===== config.mk =====
export PLATFORM = sky130hd
export DESIGN_NAME = lbbc_cell
export DESIGN_NICKNAME = d
export VERILOG_FILES = /design/src/design/lbbc_pkg.sv /design/src/design/lbbc_cell.sv
export SDC_FILE = /design/constraint.sdc
export NUM_CORES = 1
export LEC_CHECK = 0
export BUFFER_PORTS_ARGS = -buffer_cell sky130_fd_sc_hd__buf_2
export CAP_MARGIN = 20
export CELL_PAD_IN_SITES_DETAIL_PLACEMENT = 1
export CELL_PAD_IN_SITES_GLOBAL_PLACEMENT = 1
export CORE_MARGIN = 4
export CORE_UTILIZATION = 29
export DETAILED_ROUTE_END_ITERATION = 8
export GPL_ROUTABILITY_DRIVEN = 0
export PLACE_DENSITY = 0.81
export SYNTH_ARGS = -nofsm -noshare
export SYNTH_HDL_FRONTEND = slang
export SYNTH_SLANG_ARGS = --single-unit

===== constraint.sdc =====
create_clock -name i_clk -period 1.88 [get_ports i_clk]
set_input_delay 0.188 -clock i_clk [delete_from_list [all_inputs] [get_ports i_clk]]
set_output_delay 0.188 -clock i_clk [all_outputs]
set_load 0.03 [all_outputs]

===== src/design/lbbc_pkg.sv =====
// Shared types and constants of the buffer cache tag engine.
package lbbc_pkg;
    localparam int SLOTS      = 32;
    localparam int SLOT_BITS  = $clog2(SLOTS);
    localparam int COUNT_BITS = 8;
    localparam logic [COUNT_BITS-1:0] COUNT_MAX = {COUNT_BITS{1'b1}};

    typedef logic [SLOT_BITS-1:0]  t_slot;
    typedef logic [COUNT_BITS-1:0] t_count;

    typedef enum logic [2:0] {
        CMD_GET     = 3'd0,
        CMD_WRITE   = 3'd1,
        CMD_RELEASE = 3'd2,
        CMD_PIN     = 3'd3,
        CMD_UNPIN   = 3'd4
    } t_cmd;

    typedef enum logic [1:0] {
        ST_OK     = 2'd0,
        ST_NOFREE = 2'd1,
        ST_UNDER  = 2'd2,
        ST_OVER   = 2'd3
    } t_status;

    typedef enum logic [2:0] {
        S_IDLE,
        S_HIT_SCAN,
        S_FREE_SCAN,
        S_APPLY,
        S_OUT
    } t_state;

    // one slot as it travels round the ring
    typedef struct packed {
        logic [7:0]  dev;
        logic [31:0] blk;
        logic        valid;
        t_count      count;
        t_slot       age;
        t_slot       idx;
    } t_entry;

    // commands from the sequencer to every cell
    typedef struct packed {
        logic   shift;
        logic   upd;
        t_slot  upd_idx;
        logic   retag;
        logic   set_valid;
        logic   cnt_inc;
        logic   cnt_dec;
        logic   set_one;
        logic   promote;
        t_slot  prom_age;
        logic [7:0]  dev;
        logic [31:0] blk;
    } t_cell_ctl;
endpackage


===== src/design/lbbc_cell.sv =====
// One slot cell of the ring; hands its entry to the next cell every shift.
module lbbc_cell (
    input  logic                 i_clk,
    input  logic                 i_rst_n,
    input  lbbc_pkg::t_slot      i_init_idx,
    input  lbbc_pkg::t_cell_ctl  i_ctl,
    input  lbbc_pkg::t_entry     i_prev,
    output lbbc_pkg::t_entry     o_entry
);
    lbbc_pkg::t_entry r_e, n_e;

    always_comb begin
        n_e = i_ctl.shift ? i_prev : r_e;
        // ageing pass for a promotion touches every slot at once
        if (i_ctl.promote && r_e.age < i_ctl.prom_age) begin
            n_e.age = r_e.age + 1'b1;
        end
        if (i_ctl.upd && r_e.idx == i_ctl.upd_idx) begin
            if (i_ctl.retag) begin
                n_e.dev   = i_ctl.dev;
                n_e.blk   = i_ctl.blk;
                n_e.valid = 1'b0;
            end
            if (i_ctl.set_valid) n_e.valid = 1'b1;
            if (i_ctl.set_one)   n_e.count = lbbc_pkg::t_count'(1);
            if (i_ctl.cnt_inc)   n_e.count = r_e.count + 1'b1;
            if (i_ctl.cnt_dec)   n_e.count = r_e.count - 1'b1;
            if (i_ctl.promote)   n_e.age   = '0;
        end
    end

    always_ff @(posedge i_clk) begin
        if (!i_rst_n) begin
            r_e.dev   <= '0;
            r_e.blk   <= '0;
            r_e.valid <= 1'b0;
            r_e.count <= '0;
            r_e.age   <= lbbc_pkg::t_slot'(lbbc_pkg::SLOTS - 1) - i_init_idx;
            r_e.idx   <= i_init_idx;
        end else begin
            r_e <= n_e;
        end
    end

    assign o_entry = r_e;
endmodule


==> flow_metrics.env, run 1 <==
export IMPL_status="completed"
export IMPL_worstSetupStartpointType="register"
export IMPL_critPathKind="reg -> reg"
export IMPL_peakVddDrop_v=0.0005088
export IMPL_grt_pass1_wl_mm=17.97
export IMPL_grt_start_max_net_pins=43
export IMPL_yosys_top_cells_area="dfxtp_1 33%, mux2i_1 17%, o211a_1 12%, nand2_1 5.6%, edfxtp_1 4.6%"
export IMPL_ctsHtreeMaxLevel=3
export IMPL_root_buffer="clkbuf_16"
export IMPL_clkSinkCount=59
export IMPL_finalNonFillerCells=681
export IMPL_yosys_top_cells_count="55 x mux2i_1, 54 x dfxtp_1, 49 x nand2_1"
export IMPL_boundaryPins=183
export IMPL_leakage_nw=2.785
export IMPL_core_um2=10980
export IMPL_dp_hpwl_mm=8.590
export IMPL_die_x_um=114.5
export IMPL_hold_violations=0
export IMPL_cts_buffers=9
export IMPL_async_flop_share=0
export IMPL_slowest_stage="or3b_4"
export IMPL_cts_tree="built"
export IMPL_clock_skew_ps=4.642
export IMPL_area_growth_pct=45.29
export IMPL_yosysMostFrequentCell="mux2i_1"
export IMPL_clkLatencyLatePin_ps=320
export IMPL_clk_pin_slew_ps=50
export IMPL_drt_initial_drc_count=136
export IMPL_fmax_mhz=538.0
export IMPL_crit_buf_inv=1
export IMPL_wl_mm=11.33
export IMPL_yosysTopAreaCell="dfxtp_1"
export IMPL_ys_types=43
export IMPL_ys_warnings_count=0
export IMPL_arrival_ps=2050
export IMPL_worstPathRequired_ps=2070
export IMPL_grt_use_total=0.1710
export IMPL_max_slew_margin=0.6780
export IMPL_via_count=3447
export IMPL_min_period_ps=1859
export IMPL_postSynthCellCount=352
export IMPL_finalSetupTns_ps=0
export IMPL_slowest_delay_ps=380
export IMPL_hold_path_class="in -> reg"
export IMPL_numPortBuffers=182
export IMPL_num_rows=38
export IMPL_synth_nets=483
export IMPL_largest_register_ffs=59
export IMPL_setup_viol=0
export IMPL_synth_seq_cells=59
export IMPL_drc=0
export IMPL_synth_top_area_share=0.3285
export IMPL_antenna_found_initial=0
export IMPL_wl_per_cell_um=16.63
export IMPL_pre_cts_slack_ps=-6.085
export IMPL_cts_hold_buf=0
export IMPL_die_area_um2=13110
export IMPL_worstPathMaxFanout=3
export IMPL_crit_chain="inv_4 -> ha_4 -> or3b_4 -> or3_4 -> a22o_1 -> mux2i_1 -> o22ai_1"
export IMPL_cts_path_max_buffers=2
export IMPL_ant_nets=0
export IMPL_nets=667
export IMPL_p_per_area_nw_per_um2=855.2
export IMPL_dr_pass1_iters=4
export IMPL_synth_area_um2=3291
export IMPL_tightest_slew_ps=479.3
export IMPL_grt_remaining_overflow=0
export IMPL_period_share=0.9887
export IMPL_synth_edf_count=5
export IMPL_rsz0062_at_grt="false"
export IMPL_die_y_um=114.5
export IMPL_syn_area_per_cell_um2=9.348
export IMPL_drive_above_1_share=0.4344
export IMPL_fin_ws_ps=21.25
export IMPL_dp_cells=663
export IMPL_antenna_cells=0
export IMPL_synth_top_flop_cell="dfxtp_1"
export IMPL_vias_per_cell=5.062
export IMPL_grt_pass1_vias=3734
export IMPL_critPathTopFamily="simple AND/OR/NAND/NOR gates"
export IMPL_yosysSeqAreaShare=0.3741
export IMPL_endpoint_kind="register"
export IMPL_finalMaxSlewViolations=0
export IMPL_start_util=0.2996
export IMPL_cap_violations=0
through the flow:
| step | cell area (µm²) | hold WS [ps] | total power (W) | utilization |
|---|---|---|---|---|
| floorplan | 3333 | 292.1 | 0.002091 | - |
| global placement | 4443 | 395.9 | 0.002422 | 0.4045 |
| detailed placement | 4443 | 407.8 | 0.002468 | 0.4045 |
| CTS | 4766 | 66.01 | 0.004143 | 0.4339 |
| global route | 4781 | 66.65 | 0.004298 | 0.4353 |
| finish | 4781 | 79.48 | 0.004089 | 0.4353 |
final cells by class:
class                      count  area, µm²
clock buffer                  12      277.8
clock inverter                 4      30.03
fill                        1326       6202
inverter                      16      65.06
multi-input combinational    249       1901
sequential                    59       1239
tap                          140      175.2
timing repair buffer         201       1094
routing by layer:
| layer | wire length (µm) | share of wire | vias to the layer above | global-route usage |
|---|---|---|---|---|
| li1 | - | - | 1655 | - |
| met1 | 4294 | 0.38 | 1644 | 0.1895 |
| met2 | 5842 | 0.52 | 131 | 0.3031 |
| met3 | 979 | 0.086 | 17 | 0.06078 |
| met4 | 210 | 0.019 | 0 | 0.05542 |
| met5 | 0 | 0 | - | 0 |
layout by cell type, fill, tap and decap left out, types with 2 or more instances in the layout:
| cell type | count |
|---|---|
| inv_4 | 3 |
| nand3_1 | 14 |
| dfxtp_4 | 2 |
| or3_4 | 2 |
| dfxtp_1 | 52 |
| nor3_1 | 3 |
| a211oi_1 | 2 |
| clkbuf_16 | 10 |
| a21oi_1 | 6 |
| buf_4 | 17 |
| o211a_1 | 40 |
| clkinvlp_4 | 2 |
| mux2_2 | 6 |
| o31ai_1 | 2 |
| buf_12 | 3 |
| o21ai_0 | 9 |
| nand4_1 | 3 |
| buf_2 | 181 |
| o221ai_1 | 3 |
| o22ai_1 | 11 |
| nand2_1 | 49 |
| inv_1 | 14 |
| nor2_1 | 7 |
| nand2b_1 | 2 |
| clkbuf_8 | 2 |
| ha_1 | 6 |
| mux2i_1 | 55 |
| edfxtp_1 | 5 |
| xnor2_1 | 9 |
power breakdown:
| group | internal (W) | switching (W) | total, W |
|---|---|---|---|
| logic | 0.000445 | 0.000573 | 0.00102 |
| registers | 0.00137 | 0.0000635 | 0.00143 |
| clock network | 0.00105 | 0.000590 | 0.00164 |
what timing repair did:
action                                  4_1_cts  5_1_grt
resized for setup                             2        2
pin swaps                                     3        2
endpoints found under the setup margin        1       45
setup buffers                                 1        1
gates cloned                                  0        0
kinds of logic (layout without fill, tap and decap cells):
group,Yosys count,in the layout,share of synthesized area
AO/OA/AOI/OAI,84,84,0.2080
XOR/XNOR,10,10,0.02662
multiplexers,61,61,0.1878
adder cells (fa/ha/maj),7,7,0.02661
AND/OR/NAND/NOR,87,87,0.1205
flip-flops,59,59,0.3741
buffers and inverters,44,233,0.05627
path summary, 6_finish.rpt:
kind / startpoint / slack (ps) / cells past startpoint / to
min: i_init_idx[4] / 80 / 2 / o_entry[9]
min reg2reg: o_entry[54] / 600 / 3 / o_entry[54]
max: o_entry[11] / 20 / 7 / o_entry[16]
max reg2reg: o_entry[11] / 20 / 7 / o_entry[16]
worst reg2reg max path, delay by kind of cell (launching register included):
kind	cells	cell delay, ps
AOI/OAI and AO/OA	2	320
buffers and inverters	1	50
and+or+nand+nor	2	710
muxes	1	180
DFF	1	350
adders and majority gates	1	130
(Power assumes the default switching activity.)
==> inputs of run 2 (changes only) <==
- ABC_AREA: default -> 1
- CORE_UTILIZATION: 29 -> 27
==> flow_metrics.env, run 2 <==
export IMPL_clock_skew_ps=5.430
export IMPL_status="completed"
export IMPL_slowest_stage="inv_2"
export IMPL_grt_use_total=0.1851
export IMPL_critPathKind="reg -> reg"
export IMPL_seqPwrFrac=0.357
export IMPL_clkLatencyLatePin_ps=320
export IMPL_hold_violations=0
export IMPL_synth_edf_count=5
export IMPL_synth_top_flop_cell="dfxtp_1"
export IMPL_nets=894
export IMPL_core_um2=12670
export IMPL_min_period_ps=1627
export IMPL_root_buffer="clkbuf_16"
export IMPL_pre_cts_slack_ps=175.8
export IMPL_arrival_ps=1880
export IMPL_boundaryPins=183
export IMPL_grt_start_max_net_pins=42
export IMPL_numPortBuffers=182
export IMPL_cts_buffers=9
export IMPL_yosys_top_cells_area="dfxtp_1 31%, nand2_1 23%, nor2_1 11%, o21ai_0 8.0%, edfxtp_1 4.3%"
export IMPL_largest_register_ffs=59
export IMPL_ys_types=24
export IMPL_p_clk_frac=0.403
export IMPL_leakage_nw=2.725
export IMPL_grt_pass1_wl_mm=21.77
export IMPL_clkSinkCount=59
export IMPL_ctsHtreeMaxLevel=3
export IMPL_dr_pass1_iters=4
export IMPL_worstSetupStartpointType="register"
export IMPL_crit_buf_inv=2
export IMPL_postSynthCellCount=589
export IMPL_fmax_mhz=614.7
export IMPL_dp_cells=924
export IMPL_seqCellArea_um2=1231
export IMPL_area_growth_pct=39.59
export IMPL_worstPathMaxFanout=41
export IMPL_wl_met3_mm=1.128
export IMPL_drc=0
export IMPL_final_common_cell="nand2_1"
export IMPL_wl_met1_mm=5.832
export IMPL_p_per_area_nw_per_um2=828.0
export IMPL_cts_path_max_buffers=2
export IMPL_worstPathRequired_ps=2140
export IMPL_start_util=0.2769
export IMPL_num_rows=41
export IMPL_crit_top_cell="nor2_1"
export IMPL_p_comb_frac=0.240
export IMPL_cap_violations=0
export IMPL_drt_initial_drc_count=225
export IMPL_finalSetupTns_ps=0
export IMPL_endpoint_kind="register"
export IMPL_ys_warnings_count=0
export IMPL_synth_top_area_share=0.3081
export IMPL_peakVddDrop_v=0.0003100
export IMPL_slowest_delay_ps=510
export IMPL_hold_path_class="in -> reg"
export IMPL_grt_pass1_vias=4417
export IMPL_synth_area_um2=3508
export IMPL_switching_share=0.3071
export IMPL_synth_seq_cells=59
export IMPL_die_area_um2=14880
export IMPL_finalNonFillerCells=941
export IMPL_critPathTopFamily="buffers and inverters"
export IMPL_setup_viol=0
export IMPL_clk_pin_slew_ps=50
export IMPL_yosys_top_cells_count="217 x nand2_1, 106 x nor2_1, 56 x o21ai_0"
export IMPL_syn_area_per_cell_um2=5.956
export IMPL_fillers=1760
export IMPL_vias_per_cell=4.645
export IMPL_cts_tree="built"
export IMPL_via_count=4371
export IMPL_drive_above_1_share=0.2794
export IMPL_fin_ws_ps=253.1
export IMPL_tightest_slew_ps=715.1
export IMPL_met2_length_mm=6.431
export IMPL_dp_hpwl_mm=10.53
export IMPL_synth_nets=720
export IMPL_crit_chain="inv_1 -> nand2_1 -> nand2_1 -> nor2_1 -> nand3_2 -> nor2_4 -> inv_2 -> nor2_1 -> nor2_1"
export IMPL_ant_nets=0
export IMPL_yosysMostFrequentCell="nand2_1"
export IMPL_max_slew_margin=0.5225
export IMPL_p_switching_w=0.001245
export IMPL_rsz0062_at_grt="false"
export IMPL_multi_input_area_um2=1988
export IMPL_yosysTopAreaCell="dfxtp_1"
export IMPL_antenna_found_initial=4
export IMPL_final_cell_mix="217 x nand2_1, 182 x buf_2, 106 x nor2_1"
export IMPL_async_flop_share=0
export IMPL_die_x_um=122.0
export IMPL_yosysSeqAreaShare=0.3509
export IMPL_wl_per_cell_um=14.69
export IMPL_finalMaxSlewViolations=0
export IMPL_grt_remaining_overflow=0
export IMPL_period_share=0.8654
export IMPL_wl_mm=13.82
export IMPL_die_y_um=122.0
export IMPL_p_total_w=0.004055
export IMPL_internal_power_w=0.002810
export IMPL_fin_util=0.3865
export IMPL_top_layer_used="met5"
[run 2: cell types whose count changed after synthesis, moves of 12 or more]
| cell | previous run | this run |
|---|---|---|
| nor2_1 | 7 | 106 |
| o21ai_0 | 9 | 56 |
| inv_1 | 16 | 37 |
| nand3_1 | 14 | 26 |
| mux2i_1 | 55 | 1 |
| a21oi_1 | 6 | 18 |
| nand2_1 | 49 | 217 |
| o211a_1 | 40 | 0 |
[run 2: area by class of cell]
class,instances,area share
clock buffers,12,0.05263
flip-flops and latches,59,0.2514
diodes,3,0.001533
well taps,172,0.04394
repair buffers,195,0.2059
multi-input cells,458,0.4060
inverters,40,0.03143
clock inverters,2,0.007154
[run 2: timing repair]
| action | CTS | global route |
|---|---|---|
| hold buffers | 0 | 0 |
| gates resized for setup | 0 | 1 |
| setup endpoints to repair | 0 | 1 |
| buffers inserted | 0 | 0 |
[run 2: power by group through the flow]
stage               Combinational [W]  Sequential, W  Clock, W
finish                       0.000974        0.00145   0.00163
global route                  0.00109        0.00146   0.00173
floorplan                    0.000412        0.00165         0
detailed placement           0.000978        0.00147         0
global placement             0.000959        0.00147         0
CTS                          0.000985        0.00145   0.00168
[run 2: per-layer routing]
| layer | global-route usage | vias up |
|---|---|---|
| met5 | 0 | - |
| met4 | 0.08964 | 2 |
| met3 | 0.05200 | 29 |
| met2 | 0.2994 | 156 |
| met1 | 0.2263 | 1988 |
| li1 | - | 2196 |
[run 2: path summary, 6_finish.rpt]
kind,from,to,slack [ps],depth (start not counted)
max,o_entry[1],o_entry[41],250,9
min,i_init_idx[4],o_entry[9],90,2
max reg2reg,o_entry[1],o_entry[41],250,9
min reg2reg,o_entry[18],o_entry[18],570,4
[run 2: cells by family (layout without fill, tap and decap cells)]
kind of cell	Yosys count	in the layout	share of synthesized area
compound gates	84	84	0.1209
xor+xnor	4	4	0.009988
fa+ha+maj	7	7	0.02496
buf+inv	72	249	0.08238
flops	59	59	0.3509
mux	1	1	0.002853
other cells	0	3	0
simple gates	362	362	0.4080
[run 2: worst reg2reg max path, cell delays in order (launching register included)]
cell,delay [ps]
edfxtp_1,430
inv_1,80
nand2_1,50
nand2_1,70
nor2_1,50
nand3_2,80
nor2_4,40
inv_2,510
nor2_1,140
nor2_1,130
[run 2: through the flow]
stage,hold slack [ps],instance area [µm²]
final,86.23,4897
after global routing,95.89,4897
after CTS,73.70,4886
after detailed placement,414.5,4593
after global placement,412.3,4593
after floorplan,288.4,3508
